--- src/arma_pkg.sv ---
package arma_pkg;

  // Page numbers are 20 bits wide throughout.
  localparam int unsigned PAGE_W = 20;

  // Operation codes of a request.
  typedef enum logic [1:0] {
    OP_INSERT    = 2'd0,
    OP_ALLOCATE  = 2'd1,
    OP_RESERVE   = 2'd2,
    OP_UNRESERVE = 2'd3
  } op_e;

  // Region kinds.
  localparam logic [1:0] KIND_DATA     = 2'd0;
  localparam logic [1:0] KIND_RESERVED = 2'd1;

  // Status codes of a response.
  localparam logic [2:0] ST_OK        = 3'd0;
  localparam logic [2:0] ST_OVERLAP   = 3'd1;
  localparam logic [2:0] ST_NO_ROOM   = 3'd2;
  localparam logic [2:0] ST_UNALIGNED = 3'd3;
  localparam logic [2:0] ST_FULL      = 3'd4;
  localparam logic [2:0] ST_NOT_FOUND = 3'd5;

  // Configuration register indexes.
  localparam logic REG_CEILING  = 1'b0;
  localparam logic REG_DEF_PRIV = 1'b1;

  typedef struct packed {
    logic [1:0]        operation;
    logic [PAGE_W-1:0] begin_page;
    logic [PAGE_W-1:0] end_page;
    logic [1:0]        area_kind;
    logic              area_privilege;
    logic              area_writable;
    logic [31:0]       size_bytes;
    logic [PAGE_W-1:0] address_page;
  } req_t;

  typedef struct packed {
    logic [2:0]        status;
    logic [PAGE_W-1:0] result_page;
  } rsp_t;

  // One entry of the region table.
  typedef struct packed {
    logic [PAGE_W-1:0] begin_page;
    logic [PAGE_W-1:0] end_page;
    logic [1:0]        kind;
    logic              priv;
    logic              writable;
  } region_t;

  // Sequencer states.
  typedef enum logic [2:0] {
    S_IDLE,
    S_SCAN,
    S_PLAN,
    S_PREP,
    S_OPEN,
    S_CLOSE,
    S_FINAL,
    S_RESP
  } state_e;

  // Table move that a request needs.
  typedef enum logic [1:0] {
    SH_NONE,
    SH_OPEN,
    SH_CLOSE
  } shift_e;

endpackage

--- src/arma_ram.sv ---
module arma_ram
  import arma_pkg::*;
#(
  parameter int unsigned DEPTH = 16,
  parameter int unsigned AW    = 4
) (
  input  logic          clk_i,
  input  logic          we_i,
  input  logic [AW-1:0] waddr_i,
  input  region_t       wdata_i,
  input  logic [AW-1:0] raddr_i,
  output region_t       rdata_o
);

  region_t mem [DEPTH];
  region_t rdata_q;

  // One write port and one registered read port; a read sees the old data.
  always_ff @(posedge clk_i) begin
    if (we_i) begin
      mem[waddr_i] <= wdata_i;
    end
    rdata_q <= mem[raddr_i];
  end

  assign rdata_o = rdata_q;

endmodule

--- src/address_region_map_allocator_top.sv ---
// Channel   | Valid / ready            | Payload
// ----------+--------------------------+--------------------------------
// request   | in_valid_i / in_ready_o  | in_req_i (req_t)
// response  | out_valid_o / out_ready_i| out_rsp_o (rsp_t)
// config    | cfg_we_i (no wait)       | cfg_idx_i, cfg_wdata_i
//
// A request makes one pass over the table through the single read port of the region
// memory up to the change point, then, where the edit needs it, a shift of the entries
// behind it at one entry per cycle, then one write unless it is an unreserve. The next
// request can be taken in the cycle after the response is loaded. Requests refused by
// the field checks go from acceptance straight to the response state. Reset empties
// the table at once. A response that is not taken holds the block before its next
// response, but the next request is taken meanwhile.
module address_region_map_allocator_top
  import arma_pkg::*;
#(
  parameter int unsigned MAX_REGIONS = 16,
  parameter int unsigned PAGE_BITS   = 12
) (
  input  logic              clk_i,
  input  logic              rst_ni,
  input  logic              in_valid_i,
  output logic              in_ready_o,
  input  req_t              in_req_i,
  output logic              out_valid_o,
  input  logic              out_ready_i,
  output rsp_t              out_rsp_o,
  input  logic              cfg_we_i,
  input  logic              cfg_idx_i,
  input  logic [PAGE_W-1:0] cfg_wdata_i
);

  localparam int unsigned IDX_W = (MAX_REGIONS > 1) ? $clog2(MAX_REGIONS) : 1;
  localparam int unsigned CNT_W = $clog2(MAX_REGIONS + 1);
  localparam logic [CNT_W-1:0] MAX_CNT = CNT_W'(MAX_REGIONS);
  localparam logic [CNT_W-1:0] ONE = CNT_W'(1);

  state_e state_q, state_d;
  req_t req_q;
  logic [CNT_W-1:0] count_q, idx_q, pos_q, sh_q, sp_q, cnt_nx_q;
  region_t prev_q, nxt_q, wrec_q;
  logic nxt_v_q, wen_q;
  logic [IDX_W-1:0] wa_q;
  shift_e shift_q;
  logic [2:0] status_q;
  logic [PAGE_W-1:0] page_q;
  logic out_valid_q;
  rsp_t out_rsp_q;
  logic [PAGE_W-1:0] ceiling_q;
  logic defpriv_q;

  logic mem_we;
  logic [IDX_W-1:0] mem_wa, mem_ra;
  region_t mem_wd, rdata;

  arma_ram #(
    .DEPTH (MAX_REGIONS),
    .AW    (IDX_W)
  ) u_ram (
    .clk_i   (clk_i),
    .we_i    (mem_we),
    .waddr_i (mem_wa),
    .wdata_i (mem_wd),
    .raddr_i (mem_ra),
    .rdata_o (rdata)
  );

  function automatic logic match_f(region_t a, region_t b);
    return (a.kind == KIND_DATA) && (b.kind == KIND_DATA) && (a.end_page == b.begin_page) &&
           (a.priv == b.priv) && (a.writable == b.writable);
  endfunction

  logic accept;
  assign accept = in_valid_i && in_ready_o;

  // Checks that need no table access.
  logic early_err;
  logic [2:0] early_status;
  always_comb begin
    early_err    = 1'b1;
    early_status = ST_OK;
    if (in_req_i.operation == OP_INSERT) begin
      if (in_req_i.end_page > ceiling_q) begin
        early_status = ST_NO_ROOM;
      end else if (in_req_i.end_page < in_req_i.begin_page) begin
        early_status = ST_OVERLAP;
      end else if (count_q >= MAX_CNT) begin
        early_status = ST_FULL;
      end else begin
        early_err = 1'b0;
      end
    end else if ((in_req_i.operation == OP_ALLOCATE) || (in_req_i.operation == OP_RESERVE)) begin
      if (in_req_i.size_bytes[PAGE_BITS-1:0] != '0) begin
        early_status = ST_UNALIGNED;
      end else begin
        early_err = 1'b0;
      end
    end else begin
      early_err = 1'b0;
    end
  end

  // Scan step: the entry at idx_q sits in rdata, prev_q holds the one before.
  logic [31:0] pages;
  logic at_end, scan_plan, scan_fail;
  logic [2:0] scan_status;
  logic [PAGE_W-1:0] bound, gap;
  assign pages  = req_q.size_bytes >> PAGE_BITS;
  assign at_end = (idx_q == count_q);
  assign bound  = at_end ? ceiling_q : rdata.begin_page;
  assign gap    = (bound > prev_q.end_page) ? (bound - prev_q.end_page) : '0;

  always_comb begin
    scan_plan   = 1'b0;
    scan_fail   = 1'b0;
    scan_status = ST_OK;
    unique case (req_q.operation)
      OP_INSERT: begin
        scan_plan = at_end || (rdata.begin_page >= req_q.begin_page);
      end
      OP_ALLOCATE, OP_RESERVE: begin
        scan_plan   = (idx_q != '0) && (32'(gap) >= pages);
        scan_fail   = at_end && !scan_plan;
        scan_status = ST_NO_ROOM;
      end
      default: begin
        scan_status = ST_NOT_FOUND;
        if (at_end) begin
          scan_fail = 1'b1;
        end else if (rdata.begin_page == req_q.address_page) begin
          if ((req_q.address_page != '0) && (rdata.kind == KIND_RESERVED)) begin
            scan_plan = 1'b1;
          end else begin
            scan_fail = 1'b1;
          end
        end
      end
    endcase
  end

  // Work out the table edit from the entries around the change point.
  region_t new_r, n1_r, p1_r, h1_r;
  logic m1, m2;
  logic plan_fail, plan_wen;
  logic [2:0] plan_status;
  logic [PAGE_W-1:0] plan_page;
  shift_e plan_shift;
  logic [CNT_W-1:0] plan_wa, plan_cnt, pos_m1;
  region_t plan_wrec;

  assign pos_m1 = pos_q - ONE;

  always_comb begin
    new_r      = '0;
    n1_r       = '0;
    p1_r       = '0;
    h1_r       = '0;
    m1         = 1'b0;
    m2         = 1'b0;
    plan_fail  = 1'b0;
    plan_wen   = 1'b1;
    plan_status = ST_OK;
    plan_page  = '0;
    plan_shift = SH_NONE;
    plan_wa    = pos_q;
    plan_cnt   = count_q;
    plan_wrec  = '0;
    unique case (req_q.operation)
      OP_INSERT: begin
        new_r = '{begin_page: req_q.begin_page, end_page: req_q.end_page,
                  kind: req_q.area_kind, priv: req_q.area_privilege,
                  writable: req_q.area_writable};
        if ((nxt_v_q && (nxt_q.begin_page < req_q.end_page)) ||
            ((pos_q != '0) && (req_q.begin_page < prev_q.end_page))) begin
          plan_fail   = 1'b1;
          plan_status = ST_OVERLAP;
        end
        m1 = nxt_v_q && match_f(new_r, nxt_q);
        n1_r = new_r;
        if (m1) begin
          n1_r.end_page = nxt_q.end_page;
        end
        m2 = (pos_q != '0) && match_f(prev_q, n1_r);
        p1_r = prev_q;
        p1_r.end_page = n1_r.end_page;
        if (m2) begin
          plan_wa   = pos_m1;
          plan_wrec = p1_r;
          if (m1) begin
            plan_shift = SH_CLOSE;
            plan_cnt   = count_q - ONE;
          end
        end else begin
          plan_wrec = n1_r;
          if (!m1) begin
            plan_shift = SH_OPEN;
            plan_cnt   = count_q + ONE;
          end
        end
      end
      OP_ALLOCATE, OP_RESERVE: begin
        plan_page = prev_q.end_page;
        h1_r = prev_q;
        h1_r.end_page = prev_q.end_page + pages[PAGE_W-1:0];
        new_r = '{begin_page: prev_q.end_page, end_page: h1_r.end_page,
                  kind: (req_q.operation == OP_ALLOCATE) ? KIND_DATA : KIND_RESERVED,
                  priv: defpriv_q, writable: 1'b1};
        if ((req_q.operation == OP_ALLOCATE) && (prev_q.kind == KIND_DATA)) begin
          // Grow the data region in front of the gap.
          m1 = nxt_v_q && match_f(h1_r, nxt_q);
          plan_wa   = pos_m1;
          plan_wrec = h1_r;
          if (m1) begin
            plan_wrec.end_page = nxt_q.end_page;
            plan_shift = SH_CLOSE;
            plan_cnt   = count_q - ONE;
          end
        end else if (count_q >= MAX_CNT) begin
          plan_fail   = 1'b1;
          plan_status = ST_FULL;
          plan_page   = '0;
        end else begin
          m1 = (req_q.operation == OP_ALLOCATE) && nxt_v_q && match_f(new_r, nxt_q);
          plan_wrec = new_r;
          if (m1) begin
            plan_wrec.end_page = nxt_q.end_page;
          end else begin
            plan_shift = SH_OPEN;
            plan_cnt   = count_q + ONE;
          end
        end
      end
      default: begin
        plan_wen   = 1'b0;
        plan_shift = SH_CLOSE;
        plan_cnt   = count_q - ONE;
      end
    endcase
  end

  // Next state.
  always_comb begin
    state_d = state_q;
    unique case (state_q)
      S_IDLE: begin
        if (accept) begin
          state_d = early_err ? S_RESP : S_SCAN;
        end
      end
      S_SCAN: begin
        if (scan_plan) begin
          state_d = S_PLAN;
        end else if (scan_fail) begin
          state_d = S_RESP;
        end
      end
      S_PLAN: begin
        if (plan_fail) begin
          state_d = S_RESP;
        end else if (plan_shift != SH_NONE) begin
          state_d = S_PREP;
        end else begin
          state_d = S_FINAL;
        end
      end
      S_PREP: state_d = (shift_q == SH_OPEN) ? S_OPEN : S_CLOSE;
      S_OPEN: begin
        if (sh_q <= sp_q) begin
          state_d = S_FINAL;
        end
      end
      S_CLOSE: begin
        if ((sh_q + ONE) >= count_q) begin
          state_d = S_FINAL;
        end
      end
      S_FINAL: state_d = S_RESP;
      S_RESP: begin
        if (!out_valid_q || out_ready_i) begin
          state_d = S_IDLE;
        end
      end
      default: state_d = S_IDLE;
    endcase
  end

  // Memory port control and handshake outputs.
  logic [CNT_W-1:0] ra_full;
  always_comb begin
    in_ready_o = (state_q == S_IDLE);
    mem_we  = 1'b0;
    mem_wa  = sh_q[IDX_W-1:0];
    mem_wd  = rdata;
    ra_full = '0;
    unique case (state_q)
      S_SCAN: ra_full = idx_q + ONE;
      S_PREP: ra_full = (shift_q == SH_OPEN) ? (count_q - ONE) : (sp_q + ONE);
      S_OPEN: begin
        ra_full = sh_q - CNT_W'(2);
        mem_we  = (sh_q > sp_q);
      end
      S_CLOSE: begin
        ra_full = sh_q + CNT_W'(2);
        mem_we  = ((sh_q + ONE) < count_q);
      end
      S_FINAL: begin
        mem_we = wen_q;
        mem_wa = wa_q;
        mem_wd = wrec_q;
      end
      default: ra_full = '0;
    endcase
    mem_ra = ra_full[IDX_W-1:0];
  end

  // Control state.
  always_ff @(posedge clk_i or negedge rst_ni) begin
    if (!rst_ni) begin
      state_q     <= S_IDLE;
      count_q     <= '0;
      out_valid_q <= 1'b0;
      ceiling_q   <= '1;
      defpriv_q   <= 1'b0;
    end else begin
      state_q <= state_d;
      if (state_q == S_FINAL) begin
        count_q <= cnt_nx_q;
      end
      if ((state_q == S_RESP) && (state_d == S_IDLE)) begin
        out_valid_q <= 1'b1;
      end else if (out_ready_i) begin
        out_valid_q <= 1'b0;
      end
      if (cfg_we_i) begin
        if (cfg_idx_i == REG_CEILING) begin
          ceiling_q <= cfg_wdata_i;
        end else begin
          defpriv_q <= cfg_wdata_i[0];
        end
      end
    end
  end

  // Request, scan and edit registers.
  always_ff @(posedge clk_i) begin
    unique case (state_q)
      S_IDLE: begin
        if (accept) begin
          req_q    <= in_req_i;
          idx_q    <= '0;
          status_q <= early_status;
          page_q   <= '0;
        end
      end
      S_SCAN: begin
        if (scan_plan) begin
          nxt_q   <= rdata;
          nxt_v_q <= !at_end;
          pos_q   <= idx_q;
        end else if (scan_fail) begin
          status_q <= scan_status;
        end else begin
          prev_q <= rdata;
          idx_q  <= idx_q + ONE;
        end
      end
      S_PLAN: begin
        status_q <= plan_status;
        page_q   <= plan_page;
        shift_q  <= plan_shift;
        sp_q     <= pos_q;
        wa_q     <= plan_wa[IDX_W-1:0];
        wrec_q   <= plan_wrec;
        wen_q    <= plan_wen;
        cnt_nx_q <= plan_cnt;
      end
      S_PREP: sh_q <= (shift_q == SH_OPEN) ? count_q : sp_q;
      S_OPEN: sh_q <= sh_q - ONE;
      S_CLOSE: sh_q <= sh_q + ONE;
      S_RESP: begin
        if (!out_valid_q || out_ready_i) begin
          out_rsp_q <= '{status: status_q, result_page: page_q};
        end
      end
      default: begin
      end
    endcase
  end

  assign out_valid_o = out_valid_q;
  assign out_rsp_o   = out_rsp_q;

endmodule

--- config.mk ---
export PLATFORM = sky130hd
export DESIGN_NAME = address_region_map_allocator_top
export DESIGN_NICKNAME = d
export VERILOG_FILES = /design/src/arma_pkg.sv /design/src/arma_ram.sv /design/src/address_region_map_allocator_top.sv
export SDC_FILE = /design/constraint.sdc
export NUM_CORES = 2
export LEC_CHECK = 0
export ABC_AREA = 1
export ABC_CLOCK_PERIOD_IN_PS = 17500
export CORE_MARGIN = 2
export CORE_UTILIZATION = 55
export DETAILED_ROUTE_END_ITERATION = 7
export DONT_BUFFER_PORTS = 1
export PLACE_DENSITY = 0.8
export SYNTH_ARGS = -nofsm -noshare
export SYNTH_HDL_FRONTEND = slang
export SYNTH_SLANG_ARGS = --single-unit
--- constraint.sdc ---
create_clock -name clk_i -period 17.5 [get_ports clk_i]
set_input_delay 0.875 -clock clk_i [delete_from_list [all_inputs] [get_ports clk_i]]
set_output_delay 0.875 -clock clk_i [all_outputs]
set_load 0.05 [all_outputs]
==> summary.md <==
| Metric | Value |
|---|---|
| Vias | `about 36000` |
| CTS Buf Count | `around 100` |
| Total wire length | `between 100 and 150 mm` |
| GRT met1 Usage | `0.403` |
| CORE AREA | `approximately 89000 um^2` |
| Vias in the first global route | `between 30000 and 40000` |
| Layout cells sized above 1 | `0.0698` |
| Post-synth ARST share | `0.0279` |
| Fin nets | `around 4800` |
| RSZ-0062 raised after global routing | `false` |
| RePlAce Congestion | `1.01` |
| CP arrival | `7720 ps` |
| Grt met3 use | `0.0534` |
| Vias per cell | `between 6 and 7` |
| Final instance area | `roughly 54000 um^2` |
| Synth Register Bits | `~1100` |
| R2r endpoint | `status_q[1]$_DFFE_PP_` |
| Starting Density | `0.556` |
| Resized Gates After CTS | `0` |
| Syn Std Cell Area | `49200 um^2` |
| DP HPWL | `a little under 90 mm` |
| Pleak | `20.0 nW` |
| Worst R2R Path Depth | `33` |
| Synth cell types | `between 60 and 70` |
| WS Path Type | `reg2reg` |
| Critical path's slowest cell | `nor4_1` |
| Die height | `303 um` |
| Final setup viols | `0` |
| DR pass1 iterations | `6` |
| First-pass GRT wire length | `~210 mm` |
| Status | `finished clean` |
| CTS Hold Bufs | `1` |
| Gr ovfl total | `0` |
| Top cells by area, synth | `edfxtp_1 61%, nor2_1 6.8%, nand2_1 4.9%` |
| Cell taking the most area after synthesis | `edfxtp_1` |
| Clock Skews | `~55 ps` |
| Period minus WS final | `about 7400 ps` |
| I/O pin total | `about 150` |
| Ys flop type | `edfxtp_1` |
| CP bufs+invs | `5` |
| GRT busiest layer | `met2` |
| EDFF count, synth | `1001` |
| Post-route DRC | `0` |
| Req. time, crit path | `~18000 ps` |
| Num rows | `around 110` |
| Largest net degree at the start of global routing | `157` |
| Port Buf Inserts | `0` |
| H-tree levels | `3` |
| Final hold violation count | `0` |
| Max IR drop VDD | `about 0.21 mV` |
| Syn_nets | `4818` |
| Max_cap viols | `0` |
| Root Buffer Master | `clkbuf_16` |
| Critical Path Sink Type | `register` |
| Slew @ Worst Pin | `1300 ps` |
| Clk slew on worst S/H paths | `about 60 ps` |
| Critical path startpoint category | `register` |
| Yosys warns | `0` |
| Slew headroom | `0.114` |
| Placed Area | `between 50000 and 60000 um^2` |
| Clock Latency Late Sink | `approximately 700 ps` |
| Synth top area share | `0.610` |
| Antenna-violating nets left | `0` |
| Crit path max fanout | `between 50 and 60` |
| DR WL/cell | `between 20 and 25 um` |
| FF-to-FF Start | `count_q[1]$_DFFE_PN0P_` |
| Initial antenna violation count | `8` |
| Mapped Cells | `~4500` |
| Initial drt markers | `4808` |
| Clock sinks | `around 1100` |
| CP max stage delay | `approximately 630 ps` |
| FMAX | `135 MHz` |
| Overall Power | `0.0109 W` |
| Total track usage | `0.303` |
| Pwr dens | `just over 200 nW/um^2` |
| Post-CTS Repair Setup Buffers | `0` |
| Flop2flop setup slack | `10090 ps` |
| Sequential area share after synthesis | `0.644` |
| Die Width | `~300 um` |
| Final Max Slew Viols | `0` |
| Syn avg cell area | `between 10 and 15 um^2` |
| Area Overhead vs Synth | `9.53%` |
| Setup TNS | `0 ps` |
| Largest delay contributor family on the critical path | `simple AND/OR/NAND/NOR gates` |
| Hold WC Path Type | `in2async` |
| CTS tree | `yes` |
| Bufs on Longest Clock Path | `3` |
| Die area | `91900 um^2` |
| Met2 Use GR | `0.477` |
| Final period util | `0.424` |
[flip-flops by register name, summed over array words and instances, names as in the netlist, 20 cells and up]
signal         cells
prev_q            44
out_rsp_o         23
ceiling_q         20
u_ram.mem        704
wrec_q            44
page_q            20
req_q             66
pages             20
nxt_q             44
u_ram.rdata_o     44
[worst register-to-register path, delay by kind of cell, from the launching register on]
kind | cells | cell delay, ps
AO/OA/AOI/OAI | 12 | 1960
adder cells (fa/ha/maj) | 3 | 930
buffers and inverters | 5 | 1220
flip-flops | 1 | 450
AND/OR/NAND/NOR | 13 | 2480
[per-stage QoR]
stage          hold slack, ps   util  cells  setup WS [ps]
3_5_place_dp              410  0.570   5524          10100
2_1_floorplan             400      -   4509           9280
5_1_grt                  19.7  0.609   5722           9260
3_3_place_gp              402  0.570   5524          10080
6_report                 46.9  0.609   5725          10090
4_1_cts                  18.7  0.609   5720          10030
[cell families (layout without fill, tap and decap cells)]
logic type	after synthesis	in the layout	synth area share
adder cells (fa/ha/maj)	185	185	0.0475
buffers and inverters	554	600	0.0447
XOR/XNOR	45	45	0.00828
AND/OR/NAND/NOR	1872	1872	0.156
other	0	5	0
AO/OA/AOI/OAI	778	778	0.0995
flip-flops	1075	1075	0.644
[synth_stat cells (all sizes together) (3+ instances only)]
master / n
inv: 347
nand4: 41
or2: 12
nand3: 191
o21ai: 370
clkinv: 4
o21a: 7
fa: 3
o211ai: 43
o31ai: 5
o2111ai: 3
buf: 51
dfxtp: 44
nor4: 16
nand2: 650
a31oi: 9
ha: 182
o22ai: 5
a211oi: 8
nor2: 903
nor3b: 4
a21oi: 129
edfxtp: 1001
o311ai: 154
dfrtp: 10
and2: 3
nor3: 44
o32ai: 25
nand3b: 6
dfstp: 20
clkbuf: 152
a2111oi: 3
a21boi: 5
xor2: 22
xnor2: 22
[worst max path at each step]
stage	from	to	slack (ps)	cells past startpoint
after floorplan	count_q[1]$_DFFE_PN0P_	prev_q[0]$_DFFE_PP_	9280	30
after global placement	count_q[1]$_DFFE_PN0P_	status_q[0]$_DFFE_PP_	10080	33
after detailed placement	count_q[1]$_DFFE_PN0P_	status_q[2]$_DFFE_PP_	10100	33
after CTS	count_q[1]$_DFFE_PN0P_	status_q[1]$_DFFE_PP_	10030	33
after global routing	count_q[1]$_DFFE_PN0P_	status_q[1]$_DFFE_PP_	9260	30
final	count_q[1]$_DFFE_PN0P_	status_q[1]$_DFFE_PP_	10090	33
[power by group]
group / internal, W / switching, W
logic: 0.00123 / 0.00337
clock network: 0.00130 / 0.000970
registers: 0.00369 / 0.000354
[routing by layer]
metal,up-vias,wire (um),share of wire
li1,15870,-,-
met3,409,15000,0.11
met1,17048,53200,0.38
met5,-,13,0.000092
met2,2231,64800,0.46
met4,2,8240,0.058
[layout make-up]
class | instances | area, um^2
Tap cell | 1165 | 1460
Clock buffer | 152 | 2910
Antenna cell | 5 | 12.5
Inverter | 351 | 1330
Timing Repair Buffer | 54 | 433
Multi-Input combinational cell | 2880 | 15500
Clock inverter | 43 | 563
Fill cell | 6591 | 34600
Sequential cell | 1075 | 31700
[cells in the final DEF (no fill, tap or decap), types with 6 or more instances in the layout]
master	count
nand3b_1	6
nor2_2	8
inv_1	338
nand2_2	12
dfxtp_1	44
nor4_1	16
ha_1	182
clkbuf_1	36
o21ai_2	16
clkinv_1	15
clkinv_2	10
o211ai_1	43
o311ai_0	138
o21ai_0	346
clkbuf_8	11
o21ai_1	8
a211oi_1	8
nor2_4	19
edfxtp_1	1001
nand3_2	12
a21oi_1	129
nor3_1	40
nand4_1	40
inv_2	8
nor2_1	876
xor2_1	22
o311ai_1	16
o21a_1	7
a31oi_1	9
clkbuf_16	105
nand3_1	178
dfrtp_1	10
xnor2_1	22
nand2_1	636
or2_2	10
buf_4	51
dfstp_2	20
o32ai_1	25
bufinv_16	9
(Power assumes the default switching activity.)
